## config.mk

```make
export PLATFORM = sky130hd
export DESIGN_NAME = aics_ctrl
export DESIGN_NICKNAME = d
export VERILOG_FILES = /design/src/rtl/core/angle_interval_coverage_set_defines.svh /design/src/rtl/core/aics_pkg.sv /design/src/rtl/core/aics_ctrl.sv
export SDC_FILE = /design/constraint.sdc
export NUM_CORES = 1
export LEC_CHECK = 0
export ABC_AREA = 1
export BUFFER_PORTS_ARGS = -buffer_cell sky130_fd_sc_hd__buf_2
export CAP_MARGIN = 20
export CORE_MARGIN = 10
export CORE_UTILIZATION = 53
export CTS_CLUSTER_DIAMETER = 30
export DETAILED_ROUTE_END_ITERATION = 10
export HOLD_SLACK_MARGIN = 0.06
export MAX_ROUTING_LAYER = met4
export PLACE_DENSITY = 0.79
export SYNTH_ARGS = -nofsm -noshare
export SYNTH_HDL_FRONTEND = slang
export SYNTH_SLANG_ARGS = --single-unit
```

## constraint.sdc

```tcl
create_clock -name clock -period 2 [get_ports clock]
set_clock_uncertainty 0.15 [all_clocks]
set_input_delay 0.2 -clock clock [delete_from_list [all_inputs] [get_ports clock]]
set_output_delay 0.2 -clock clock [all_outputs]
set_load 0.03 [all_outputs]
```

## src/rtl/core/angle_interval_coverage_set_defines.svh

```systemverilog
// ---------------------------------------------------------------------------
// Assertion macros for the angle interval coverage set
// Shared clocked implication forms used by the top level checks.
// ---------------------------------------------------------------------------
`ifndef ANGLE_INTERVAL_COVERAGE_SET_DEFINES_SVH
`define ANGLE_INTERVAL_COVERAGE_SET_DEFINES_SVH

// same-cycle implication
`define AICS_ASSERT_SAME(lbl, clk, rst, ante, cons, msg) \
   lbl: assert property (@(posedge clk) disable iff (rst) (ante) |-> (cons)) else $error(msg);

// next-cycle implication
`define AICS_ASSERT_NEXT(lbl, clk, rst, ante, cons, msg) \
   lbl: assert property (@(posedge clk) disable iff (rst) (ante) |=> (cons)) else $error(msg);

`endif

```

## src/rtl/core/aics_pkg.sv

```systemverilog
// ---------------------------------------------------------------------------
// aics_pkg
// Types, codes and constants shared by the angle interval coverage set.
// ---------------------------------------------------------------------------
package aics_pkg;

   localparam int ANGLE_W        = 32;
   localparam int COUNT_W        = 7;
   localparam int MAX_RANGES_DEF = 64;
   localparam logic [ANGLE_W-1:0] ANGLE_TOP = '1;

   typedef enum logic [1:0] {
      CMD_MARK   = 2'd0,
      CMD_QUERY  = 2'd1,
      CMD_CLEAR  = 2'd2,
      CMD_INVERT = 2'd3
   } cmd_type;

   typedef struct packed {
      cmd_type              cmd;
      logic [ANGLE_W-1:0]   start_angle;
      logic [ANGLE_W-1:0]   end_angle;
   } req_type;

   typedef struct packed {
      logic                 covered;
      logic                 overflow;
      logic [COUNT_W-1:0]   range_count;
   } rsp_type;

   // datapath operations issued by the controller
   typedef enum logic [4:0] {
      DP_NOP,
      DP_LOAD,
      DP_PIECE2,
      DP_CLEAR,
      DP_RD_IDX,
      DP_IDX_INC,
      DP_INS_MERGE,
      DP_RD_M1,
      DP_MRG_EXT,
      DP_MRG_WR,
      DP_RD_K,
      DP_CMP_WR,
      DP_CMP_FIN,
      DP_NEW,
      DP_RD_KM1,
      DP_SHF_WR,
      DP_SHF_FIN,
      DP_OVF,
      DP_QHIT,
      DP_INV_EV,
      DP_INV_FIN
   } dp_op_type;

   typedef struct packed {
      logic idx_end;     // scan index reached count
      logic contained;   // entry holds the piece
      logic overlap;     // entry overlaps the piece
      logic past;        // entry starts after the piece
      logic m_last;      // merge end is the last entry
      logic mrg_more;    // next entry still overlaps
      logic m_eq_idx;    // merge touched a single entry
      logic k_end;       // compaction source reached count
      logic k_at_idx;    // shift reached insert slot
      logic full;        // list is full
      logic q_hit;
      logic q_miss;
      logic inv_stop;
      logic wrap;        // second piece still pending
   } dp_stat_type;

endpackage

```

## src/rtl/core/aics_ctrl.sv

```systemverilog
// ---------------------------------------------------------------------------
// aics_ctrl
// Command sequencer: walks the range list one entry per step.
// ---------------------------------------------------------------------------
module aics_ctrl (
   input  logic                  clock,
   input  logic                  reset,
   input  logic                  start,
   input  aics_pkg::cmd_type     req_cmd,
   input  aics_pkg::dp_stat_type stat,
   output aics_pkg::dp_op_type   op,
   output logic                  busy,
   output logic                  rsp_valid
);
   import aics_pkg::*;

   typedef enum logic [4:0] {
      ST_IDLE, ST_INS_RD, ST_INS_EV, ST_INS_NEW, ST_MRG_RD, ST_MRG_EV, ST_MRG_WR,
      ST_CMP_RD, ST_CMP_WR, ST_SHF_RD, ST_SHF_WR, ST_Q_RD, ST_Q_EV, ST_CLR,
      ST_V_RD, ST_V_EV, ST_V_FIN, ST_PIECE2, ST_RESP
   } state_type;

   state_type state_ff, state_in, piece_done;
   cmd_type   cmd_ff, cmd_in;
   logic      busy_ff, rsp_valid_ff;

   assign piece_done = stat.wrap ? ST_PIECE2 : ST_RESP;

   always_comb begin
      state_in = state_ff;
      cmd_in   = cmd_ff;
      op       = DP_NOP;
      case (state_ff)
         ST_IDLE: begin
            if (start) begin
               op     = DP_LOAD;
               cmd_in = req_cmd;
               case (req_cmd)
                  CMD_MARK:  state_in = ST_INS_RD;
                  CMD_QUERY: state_in = ST_Q_RD;
                  CMD_CLEAR: state_in = ST_CLR;
                  default:   state_in = ST_V_RD;
               endcase
            end
         end
         ST_INS_RD: begin
            if (stat.idx_end) begin
               state_in = ST_INS_NEW;
            end else begin
               op       = DP_RD_IDX;
               state_in = ST_INS_EV;
            end
         end
         ST_INS_EV: begin
            if (stat.contained) begin
               state_in = piece_done;
            end else if (stat.overlap) begin
               op       = DP_INS_MERGE;
               state_in = ST_MRG_RD;
            end else if (stat.past) begin
               state_in = ST_INS_NEW;
            end else begin
               op       = DP_IDX_INC;
               state_in = ST_INS_RD;
            end
         end
         ST_INS_NEW: begin
            if (stat.full) begin
               op       = DP_OVF;
               state_in = piece_done;
            end else begin
               op       = DP_NEW;
               state_in = ST_SHF_RD;
            end
         end
         ST_SHF_RD: begin
            if (stat.k_at_idx) begin
               op       = DP_SHF_FIN;
               state_in = piece_done;
            end else begin
               op       = DP_RD_KM1;
               state_in = ST_SHF_WR;
            end
         end
         ST_SHF_WR: begin
            op       = DP_SHF_WR;
            state_in = ST_SHF_RD;
         end
         ST_MRG_RD: begin
            if (stat.m_last) begin
               state_in = ST_MRG_WR;
            end else begin
               op       = DP_RD_M1;
               state_in = ST_MRG_EV;
            end
         end
         ST_MRG_EV: begin
            if (stat.mrg_more) begin
               op       = DP_MRG_EXT;
               state_in = ST_MRG_RD;
            end else begin
               state_in = ST_MRG_WR;
            end
         end
         ST_MRG_WR: begin
            op       = DP_MRG_WR;
            state_in = stat.m_eq_idx ? piece_done : ST_CMP_RD;
         end
         ST_CMP_RD: begin
            if (stat.k_end) begin
               op       = DP_CMP_FIN;
               state_in = piece_done;
            end else begin
               op       = DP_RD_K;
               state_in = ST_CMP_WR;
            end
         end
         ST_CMP_WR: begin
            op       = DP_CMP_WR;
            state_in = ST_CMP_RD;
         end
         ST_Q_RD: begin
            if (stat.idx_end) begin
               state_in = ST_RESP;
            end else begin
               op       = DP_RD_IDX;
               state_in = ST_Q_EV;
            end
         end
         ST_Q_EV: begin
            if (stat.q_hit) begin
               if (stat.wrap) begin
                  state_in = ST_PIECE2;
               end else begin
                  op       = DP_QHIT;
                  state_in = ST_RESP;
               end
            end else if (stat.q_miss) begin
               state_in = ST_RESP;
            end else begin
               op       = DP_IDX_INC;
               state_in = ST_Q_RD;
            end
         end
         ST_CLR: begin
            op       = DP_CLEAR;
            state_in = ST_RESP;
         end
         ST_V_RD: begin
            if (stat.inv_stop) begin
               state_in = ST_V_FIN;
            end else begin
               op       = DP_RD_IDX;
               state_in = ST_V_EV;
            end
         end
         ST_V_EV: begin
            op       = DP_INV_EV;
            state_in = ST_V_RD;
         end
         ST_V_FIN: begin
            op       = DP_INV_FIN;
            state_in = ST_RESP;
         end
         ST_PIECE2: begin
            op       = DP_PIECE2;
            state_in = (cmd_ff == CMD_QUERY) ? ST_Q_RD : ST_INS_RD;
         end
         ST_RESP:  state_in = ST_IDLE;
         default:  state_in = ST_IDLE;
      endcase
   end

   always_ff @(posedge clock) begin
      if (reset) begin
         state_ff     <= ST_IDLE;
         cmd_ff       <= CMD_MARK;
         busy_ff      <= 1'b0;
         rsp_valid_ff <= 1'b0;
      end else begin
         state_ff     <= state_in;
         cmd_ff       <= cmd_in;
         busy_ff      <= state_in != ST_IDLE;
         rsp_valid_ff <= state_ff == ST_RESP;
      end
   end

   assign busy      = busy_ff;
   assign rsp_valid = rsp_valid_ff;

endmodule

```

* Word level (Yosys, flattened, before mapping) *
Cells that the tools add are included.
Widths: inputs -> output; s select.

storage, ports and cells
  flip-flop bits (word level) = 9
  output and inout port bits = 7

cells by class
  equality and inequality tests = 21
  muxes and demuxes = 34
  reduce and logical (&&, ||, !) cells = 6

operators with widths
  kind                count
  $pmux 5 s17         2
  $mux 5              14
  $eq 5x4->1 const B  8
  $mux 3              9
  $eq 5x3->1 const B  4
  $eq 5x5->1 const B  3
  $pmux 4 s3          1
  $eq 5x2->1 const B  2
  $mux 2              4
  $mux 4              2
  $eq 5x1->1 const B  1
  $logic_not 5->1     1
  $reduce_bool 5->1   1
  $eq 2x1->1 const B  2
  $reduce_or 2->1     2
  $eq 2x2->1 const B  1
  $logic_not 2->1     1
  $mux 1              2
  $reduce_and 2->1    1

* Longest topological paths before layout *
  word-level depth = 5
  gate-level depth with buffers = 13
  gate-level depth less buffers = 13

* Worst setup path after synthesis *
OpenSTA, ideal clock, no wires.

  path type = flip-flop to output port
  start point = register state_ff[1]
  end point = output port op[3]
  arrival time = 1.277 ns
  data required time = 1.650 ns
  path slack = 0.373 ns
  stages on the path, launching flop included = 9
  path through = dfxtp_1 -> nand2_1 -> nor2_1 -> nand2_1 -> clkinv_2 -> nand2_1 -> nand3_2 -> inv_1 -> o211ai_1

on the way
  word-level cells in the longest chain between the ends = 3

ends and longest elaborated chain
  item                                      RTL line          RTL
  start: declaration                        aics_ctrl.sv:23   state_type state_ff, state_in, piece_done;
  start signal: assignment                  aics_ctrl.sv:181  state_ff <= state_in;
  $eq 5x4->1 or $eq 5x1->1 (tied branches)  aics_ctrl.sv:33   case (state_ff)
  $reduce_or 2->1 (no source line)          n/a
  $pmux 5 s17 *                             aics_ctrl.sv:33
  end: declaration                          aics_ctrl.sv:11   output aics_pkg::dp_op_type op,

Mark *: on every way between the ends. The rest lies on a longest branch, timed or not.

* Worst setup path after layout *
  start point = register state_ff[1]
  end point = output port op[4]

Same word-level chain as after synthesis.

==> impl_metrics.ini <==
[power_and_ir_drop]
worst_ir_drop_vdd_v = 0.00106
powerDensity_mw_per_mm2 = 1270
power_mw = 1.72
p_leak_nw = 0.754

[critical_path]
slowest_stage = dfxtp_4
end_kind = output pin
worstSetupPathType = flop to output pin
crit_fanout = 7
cp_cell_sequence = nor2_4 -> inv_2 -> nor2_1 -> nor2_1 -> nand4_1 -> buf_2
crit_arrival_ps = 1580
critical_path.most_common_cell = nor2_1
crit_required_ps = 1650
startpoint_type = flop
crit_path_max_incr_delay_ps = 380
r2r_slack_ps = 200

[drt]
via_per_inst = 5.58
drt_iter0_drc = 120
drtPass1Iterations = 6
vias = 1462
drc = 0
drt_wl_total_mm = 3.86
routedWlPerCell_um = 14.7
ant_nets = 0

[placement]
dp.cells = 256
dp_hpwl_mm = 3.14
globalplace.congestion = 0.979
port_buffers = 25

[cells_and_area]
area_delta_synth_final_pct = 27.3
fin_cells = 262
finalNetCount = 255
drive_gt1_share_pct = 31.5
antenna_cells = 0
fillers = 194

[grt]
grt_pass1_vias = 1457
overflow = 0
antenna_found_initial = 0
grt_max_degree = 10
grt_pass1_wl_mm = 6.36
grt.total_usage_pct = 18.9

[logic_synthesis]
ys_seq_elements = 9
ys_warn_count = 0
syn-cell-area_sq_mm = 0.00107
syn_nets = 225
synthCells = 206
synth.distinct_cells = 25
avgSynthCellArea_sq_um = 5.19
seq_area_frac_synth_pct = 16.8

[sta]
setup_viol = 0
final_hold_viol_count = 0
slew_headroom_pct = 78.1
worst_pin_slew_ps = 325
fin_setup_tns_ps = 0
period_share_pct = 96.7
max_freq_ghz = 0.517
period_needed_ps = 1930
rsz0062_at_grt = no
slew_violations = 0

[clock_tree]
cts_sinks = 9
path_clk_slew_ps = 60
clk_latency_ps = 260
cts-root-buf = clkbuf_4
cts_made_buffers = 3
htree_levels = 1
cts_tree = built
cts.path.max_buffers = 2

[floorplan]
start_util_pct = 55.1
fp.coreArea_sq_mm = 0.00194
rows = 16
die_h_um = 64.9
io_pins = 26
die_x_um = 64.9
dieArea_sq_mm = 0.00422

[job]
cap_violations = 0

[outcome]
outcome = finished clean

[worst_hold_path]
holdCritPathClass = primary input to flop
synthesized netlist by cell type (all sizes together):
library cell | count | share of area, %
nand2 | 59 | 22
nor2 | 51 | 20
inv | 30 | 11
nand3 | 14 | 8.4
dfxtp | 9 | 17
o21ai | 9 | 4.6
a21oi | 8 | 3.7
nand4 | 8 | 4.7
nor3 | 8 | 4.2
buf | 2 | 0.82
nor3b | 2 | 1.4
a31oi | 1 | 0.59
clkinv | 1 | 0.47
nand3b | 1 | 0.70
nor4 | 1 | 0.59
o211ai | 1 | 0.70
or2 | 1 | 0.59
placed cells by master (no fill, tap or decap), types with 2 or more instances in the layout:
cell type   n
inv_1      24
buf_4       3
nor2_2     10
nor3b_2     2
nand2_2     7
a21oi_1     8
nand3_1     8
nand4_1     8
nand3_2     6
nor3_2      2
nor2_1     38
nor3_1      6
nor2_4      3
buf_2      21
o21ai_0     8
inv_2       5
dfxtp_4     4
clkbuf_4    5
dfxtp_1     4
nand2_1    52
routing by layer:
layer	vias up	part of all wire (%)	GRT usage, %
met3	24	7.6	4.30
met4	0	4.3	8.56
met2	98	46	29.9
li1	718	-	-
met1	622	42	22.2
met5	-	0	-
worst max-delay path: cells and delay by family, from the launching register on:
| family | cells | cell delay, ps |
|---|---|---|
| simple gates | 4 | 630 |
| flops | 1 | 380 |
| buf+inv | 2 | 300 |
layout make-up:
cell class | count | area, sq um | share of cell area [%]
Inverter | 31 | 120 | 8.82
Multi-Input combinational cell | 164 | 832 | 61.1
Timing Repair Buffer | 27 | 153 | 11.2
Sequential cell | 9 | 196 | 14.4
Clock buffer | 4 | 26.3 | 1.93
Tap cell | 27 | 33.8 | 2.48
metrics by stage:
stage	hold WS (ps)	setup slack, ps	utilization (%)	cell area (sq um)
6_report	139	66.7	70.1	1360
5_1_grt	156	7.54	70.1	1360
4_1_cts	126	3.65	65.7	1280
3_5_place_dp	310	109	62.8	1220
3_3_place_gp	302	127	62.8	1220
2_1_floorplan	241	373	-	1070
registers in the layout (all words and copies together) (netlist names):
signal,cells
busy,1
cmd_ff,2
rsp_valid,1
state_ff,5
kinds of logic (layout without fill, tap and decap cells):
family,Yosys count,in the layout,share of synthesized area (%)
and+or+nand+nor,145,145,61.8
buffers and inverters,33,62,11.8
AOI/OAI and AO/OA,19,19,9.59
DFF,9,9,16.8
worst paths after layout:
path	startpoint	to	depth (start not counted)
max reg2reg	state_ff[4]$_SDFF_PP0_	state_ff[1]$_SDFF_PP0_	7
min	req_cmd[1]	cmd_ff[1]$_SDFFE_PP0P_	3
min reg2reg	cmd_ff[0]$_SDFFE_PP0P_	cmd_ff[0]$_SDFFE_PP0P_	2
max	state_ff[1]$_SDFF_PP0_	op[4]	6
where the power goes:
part	switching [mW]	internal, mW
clock	0.0661	0.0771
sequential	0.105	0.259
combinational	0.819	0.399
total	0.990	0.735
repair_timing:
item	4_1_cts	5_1_grt
endpoints found under the hold margin	3	0
buffers inserted	0	1
resized for setup	8	27
pin swaps	0	1
hold buffers	1	0
setup endpoints to repair	5	6
Note: power is estimated with default switching activity, not from simulation.
